File: config.mk
export PLATFORM = sky130hd
export DESIGN_NAME = urs_ram
export DESIGN_NICKNAME = d
export VERILOG_FILES = /design/src/hdl/urs_ram.sv
export SDC_FILE = /design/constraint.sdc
export NUM_CORES = 1
export LEC_CHECK = 0
export ABC_CLOCK_PERIOD_IN_PS = 4500
export BUFFER_PORTS_ARGS = -buffer_cell sky130_fd_sc_hd__buf_4
export CAP_MARGIN = 15
export CORE_MARGIN = 1.5
export CORE_UTILIZATION = 48
export DETAILED_ROUTE_END_ITERATION = 16
export GPL_TIMING_DRIVEN = 1
export SKIP_CTS_REPAIR_TIMING = 1
export SKIP_LAST_GASP = 1
export SLEW_MARGIN = 40
export SYNTH_ARGS = -nofsm -noshare
export SYNTH_HDL_FRONTEND = slang
export SYNTH_SLANG_ARGS = --single-unit
File: constraint.sdc
create_clock -name clk -period 4.5 [get_ports clk]
set_input_delay 0.45 -clock clk [delete_from_list [all_inputs] [get_ports clk]]
set_output_delay 0.45 -clock clk [all_outputs]
set_load 0.005 [all_outputs]
File: src/hdl/urs_ram.sv
// Generic single-port-write, single-port-read RAM with registered read.
// No dependencies.
`timescale 1ns / 1ps
`default_nettype none
module urs_ram #(
    parameter int WIDTH = 8,
    parameter int DEPTH = 16
) (
    input  wire logic                     clk,
    input  wire logic                     we,
    input  wire logic [$clog2(DEPTH)-1:0] waddr,
    input  wire logic [WIDTH-1:0]         wdata,
    input  wire logic [$clog2(DEPTH)-1:0] raddr,
    output logic      [WIDTH-1:0]         rdata
);
    logic [WIDTH-1:0] mem [DEPTH];

    always_ff @(posedge clk)
    begin
        if (we)
        begin
            mem[waddr] <= wdata;
        end
        rdata <= mem[raddr];
    end
endmodule
`default_nettype wire

# Word level (Yosys, flattened, before mapping)
# Memory sizes are Yosys's and may differ from the RTL's. A register that Yosys moved wholly into a read port is not among the register bits.
# Cells that the tools add are included.
# Widths: inputs -> output; s select.
dict set report totals {
  elab_cells 3
  ff_bits 0
  mem_count 1
  mem_bits_rw 128
  output_inout_bits 8
}
dict set report classes {
  mux 2
}
# name depth width read_ports rd_ports_with_merged_regs write_ports line_no
set memory_table {}
lappend memory_table {mem 16 8 1 1 1 16} ;# logic [WIDTH-1:0] mem [DEPTH];
# cell n
set op_table {}
lappend op_table {{$mux 1} 2}

# Depth between registers and ports, before layout
dict set report logic_depth {
  ltp_word 2
  ltp_mapped 5
  ltp_nobuf 3
}

# Least setup slack after synthesis
# OpenSTA, ideal clock, no wires.
dict set report synth_timing {
  path_type {in2reg}
  startpoint {in waddr[2]}
  endpoint {mem mem[0][0] (enable)}
  path_slack_ns 2.557
  path_stages 2
  n_path_buf 0
  arrival_ns 1.560
  cell_sequence {or3b_2 > nor3_1}
}
# item line_no
set synth_rtl {}
lappend synth_rtl {{start: declaration} 11} ;# input wire logic [$clog2(DEPTH)-1:0] waddr,
lappend synth_rtl {{end: declaration} 16}
# No word-level cell before the write port.

==> impl_metrics.prom <==
# TYPE chip_impl_metric gauge
chip_impl_metric{name="path_clk_slew",unit="ns"} 0.06
chip_impl_metric{name="initial_drt_pass_iterations",unit=""} 5
chip_impl_metric{name="ys_types",unit=""} 19
chip_impl_metric{name="postSynthRegisterBits",unit=""} 136
chip_impl_info{name="hold_path.class",value="in2reg"} 1
chip_impl_metric{name="synth-simple-area-share",unit=""} 0.03184
chip_impl_metric{name="grt_pass1_wl",unit="um"} 14670
chip_impl_info{name="run_status",value="completed"} 1
chip_impl_metric{name="finClkSkew",unit="ns"} 0.005594
chip_impl_metric{name="floorplan.die_area",unit="um2"} 11350
chip_impl_metric{name="port-buffer-count",unit=""} 25
chip_impl_metric{name="yosys.area_share.adder",unit=""} 0
chip_impl_metric{name="irDropWorstVdd",unit="uV"} 224.5
chip_impl_metric{name="die_width",unit="um"} 106.6
chip_impl_metric{name="detailedRoute.firstIterationViolations",unit=""} 136
chip_impl_metric{name="antenna_found_initial",unit=""} 0
chip_impl_metric{name="synth_fp_nets",unit=""} 247
chip_impl_metric{name="powerDensity",unit="nW/um2"} 493.1
chip_impl_metric{name="post_synth_mux_area_share",unit=""} 0.1502
chip_impl_metric{name="insertion_delay",unit="ns"} 0.51
chip_impl_metric{name="syn-cell-area",unit="um2"} 5147
chip_impl_metric{name="max_freq",unit="MHz"} 616.4
chip_impl_metric{name="max_cap_violations",unit=""} 0
chip_impl_info{name="class_of_the_most_critical_setup_path",value="in2reg"} 1
chip_impl_metric{name="drc",unit=""} 0
chip_impl_metric{name="required",unit="ns"} 4.89
chip_impl_metric{name="maximum_number_of_pins_on_one_net_before_global_route_repair",unit=""} 33
chip_impl_metric{name="fin_setup_tns",unit="ns"} 0
chip_impl_metric{name="max-clock-path-buffers",unit=""} 2
chip_impl_metric{name="fraction_of_final_layout_cells_sized_beyond_drive_strength_1",unit=""} 0.3082
chip_impl_metric{name="dp_cells",unit=""} 383
chip_impl_metric{name="arrival",unit="ns"} 2.01
chip_impl_metric{name="cts_max_level",unit=""} 4
chip_impl_metric{name="ys_seq_area_frac",unit=""} 0.7778
chip_impl_metric{name="ys.warnings.count",unit=""} 0
chip_impl_info{name="cts_tree",value="yes"} 1
chip_impl_info{name="root_buffer",value="sky130_fd_sc_hd__clkbuf_8"} 1
chip_impl_metric{name="report.final.hold_viol_count",unit=""} 0
chip_impl_metric{name="multi_input_comb_area",unit="um2"} 1082
chip_impl_metric{name="post_synth_xor_area_fraction",unit=""} 0
chip_impl_info{name="cp-start-kind",value="input pin"} 1
chip_impl_metric{name="layout_min_cycle_time",unit="ns"} 1.622
chip_impl_metric{name="timing.final.ws_setup",unit="ns"} 2.878
chip_impl_metric{name="syn_inst",unit=""} 229
chip_impl_metric{name="dp_wirelength",unit="um"} 5800
chip_impl_metric{name="maxSlewHeadroom",unit=""} 0.4600
chip_impl_metric{name="finalWeightedCongestion",unit=""} 0.7695
chip_impl_metric{name="viasPerCell",unit=""} 5.665
chip_impl_metric{name="grt_use_total",unit=""} 0.1891
chip_impl_metric{name="compound_gate_fraction_of_synth_area",unit=""} 0.02333
chip_impl_metric{name="final_global_route_overflow_total",unit=""} 0
chip_impl_metric{name="power.static_leakage",unit="nW"} 2.032
chip_impl_metric{name="total_power",unit="mW"} 3.003
chip_impl_metric{name="cts_num_sinks",unit=""} 136
chip_impl_metric{name="detail_route.wl_per_cell",unit="um"} 23.07
chip_impl_metric{name="routed-via-count",unit=""} 2351
chip_impl_info{name="rsz_0062_raised_after_global_routing",value="false"} 1
chip_impl_metric{name="antenna_cell_count",unit=""} 0
chip_impl_metric{name="synth.avg_cell_area",unit="um2"} 22.48
chip_impl_metric{name="critical_path_peak_fanout",unit=""} 32
chip_impl_metric{name="timing_worst_slew_pin_value",unit="ns"} 0.8038
chip_impl_metric{name="non_filler_cells_final",unit=""} 415
chip_impl_metric{name="cts_buffers",unit=""} 17
chip_impl_metric{name="pins_over_their_slew_limit",unit=""} 0
chip_impl_info{name="combinational_family_with_the_most_area_after_synthesis",value="multiplexers"} 1
chip_impl_metric{name="finish_stage_setup_viols",unit=""} 0
chip_impl_metric{name="area.sequential",unit="um2"} 4004
chip_impl_metric{name="antenna_violating_nets_post_route",unit=""} 0
chip_impl_metric{name="area_growth",unit="%"} 18.33
chip_impl_metric{name="start_util",unit=""} 0.4964
chip_impl_metric{name="row_count",unit=""} 37
chip_impl_metric{name="fin_crit_sh",unit=""} 0.3605
chip_impl_metric{name="detailedPlace.worstSlack",unit="ns"} 2.361
chip_impl_metric{name="ioPinCount",unit=""} 26
chip_impl_metric{name="finish.net_count",unit=""} 284
chip_impl_metric{name="chipHeight",unit="um"} 106.6
chip_impl_metric{name="hold_ws",unit="ns"} 0.2594
chip_impl_metric{name="first_global_vias",unit=""} 2470
chip_impl_metric{name="core_area",unit="um2"} 10370
chip_impl_metric{name="final.fill_count",unit=""} 774
chip_impl_info{name="setup.worst_path.end_class",value="register"} 1
chip_impl_metric{name="wirelength",unit="um"} 9574
## cells by family (layout without fill, tap and decap cells)
| family | after synthesis | count (layout) |
|---|---|---|
| flops | 136 | 136 |
| buf+inv | 10 | 60 |
| compound gates | 16 | 16 |
| simple gates | 35 | 35 |
| mux | 32 | 32 |
## layout by cell type (no fill, tap or decap)
cell and instances:
sky130_fd_sc_hd__a22oi_1 16, sky130_fd_sc_hd__and2_1 1, sky130_fd_sc_hd__and2b_1 1, sky130_fd_sc_hd__buf_4 28, sky130_fd_sc_hd__bufinv_16 5, sky130_fd_sc_hd__clkbuf_1 2, sky130_fd_sc_hd__clkbuf_16 16, sky130_fd_sc_hd__clkbuf_8 1
sky130_fd_sc_hd__clkinv_2 4, sky130_fd_sc_hd__clkinv_4 2, sky130_fd_sc_hd__clkinvlp_4 2, sky130_fd_sc_hd__dfxtp_1 8, sky130_fd_sc_hd__edfxtp_1 128, sky130_fd_sc_hd__mux4_1 14, sky130_fd_sc_hd__mux4_2 18, sky130_fd_sc_hd__nand2_1 9
sky130_fd_sc_hd__nand2b_1 2, sky130_fd_sc_hd__nand3_1 1, sky130_fd_sc_hd__nand3b_1 2, sky130_fd_sc_hd__nor2_1 5, sky130_fd_sc_hd__nor2_2 8, sky130_fd_sc_hd__nor2b_1 1, sky130_fd_sc_hd__nor3_1 3, sky130_fd_sc_hd__nor3_2 1
sky130_fd_sc_hd__or3b_2 1
## cell type report
type                    instances  area share
well taps                     136     0.02794
repair buffers                 28     0.03451
multi-input cells              83      0.1777
flip-flops and latches        136      0.6574
clock inverters                13     0.03328
clock buffers                  19     0.06923
## critical path, cell delays in order
cell and delay, ns:
sky130_fd_sc_hd__buf_4 0.49, sky130_fd_sc_hd__mux4_1 0.64, sky130_fd_sc_hd__a22oi_1 0.32, sky130_fd_sc_hd__nand2_1 0.10
## layer usage
layer,wire (um),part of all wire,vias up,global-route usage
li1,-,-,1046,-
met1,4348,0.45,1213,0.2782
met2,4444,0.46,81,0.2733
met3,642,0.067,11,0.04537
met4,139,0.015,0,0.08000
met5,0,0,-,0
## state kept, by name, indices dropped and copies added, names as in the netlist
| signal | flops |
|---|---|
| mem | 128 |
| rdata | 8 |
## per-stage QoR
step                instance area (um2)    util
floorplan                          5147       -
global placement                   5441  0.5247
detailed placement                 5464  0.5269
CTS                                6088  0.5871
global route                       6091  0.5874
finish                             6091  0.5874
## final timing paths
check,slack (ns),end,from,cells past startpoint
worst max-delay path,2.88,rdata[5],raddr[0],4
worst min-delay path,0.26,mem[12][3],wdata[3],1
worst max register to register,3.10,rdata[5],mem[0][5],3
worst min register to register,0.66,rdata[0],mem[14][0],3
## cells in the mapped netlist
cell / n / area share
sky130_fd_sc_hd__mux4_2: 18 / 0.079
sky130_fd_sc_hd__nor2b_1: 1 / 0.0012
sky130_fd_sc_hd__mux4_1: 14 / 0.071
sky130_fd_sc_hd__or3b_2: 1 / 0.0017
sky130_fd_sc_hd__clkdlybuf4s25_2: 3 / 0.0058
sky130_fd_sc_hd__buf_2: 3 / 0.0029
sky130_fd_sc_hd__edfxtp_1: 128 / 0.75
sky130_fd_sc_hd__nand3_1: 1 / 0.00097
sky130_fd_sc_hd__buf_6: 3 / 0.0066
sky130_fd_sc_hd__and2b_1: 1 / 0.0015
sky130_fd_sc_hd__nor3_1: 4 / 0.0039
sky130_fd_sc_hd__nand2b_1: 2 / 0.0024
sky130_fd_sc_hd__nor2_1: 13 / 0.0095
sky130_fd_sc_hd__and2_1: 1 / 0.0012
sky130_fd_sc_hd__a22oi_1: 16 / 0.023
sky130_fd_sc_hd__nand3b_1: 2 / 0.0029
sky130_fd_sc_hd__buf_4: 1 / 0.0015
sky130_fd_sc_hd__dfxtp_1: 8 / 0.031
sky130_fd_sc_hd__nand2_1: 9 / 0.0066
## power breakdown
part           leakage, nW  total (mW)  internal [mW]  switching [mW]
clock                0.302        1.45          0.952           0.493
sequential            1.22        1.42           1.42         0.00810
combinational        0.506       0.133         0.0594          0.0736
No activity file was read; power rests on OpenSTA's default activity.
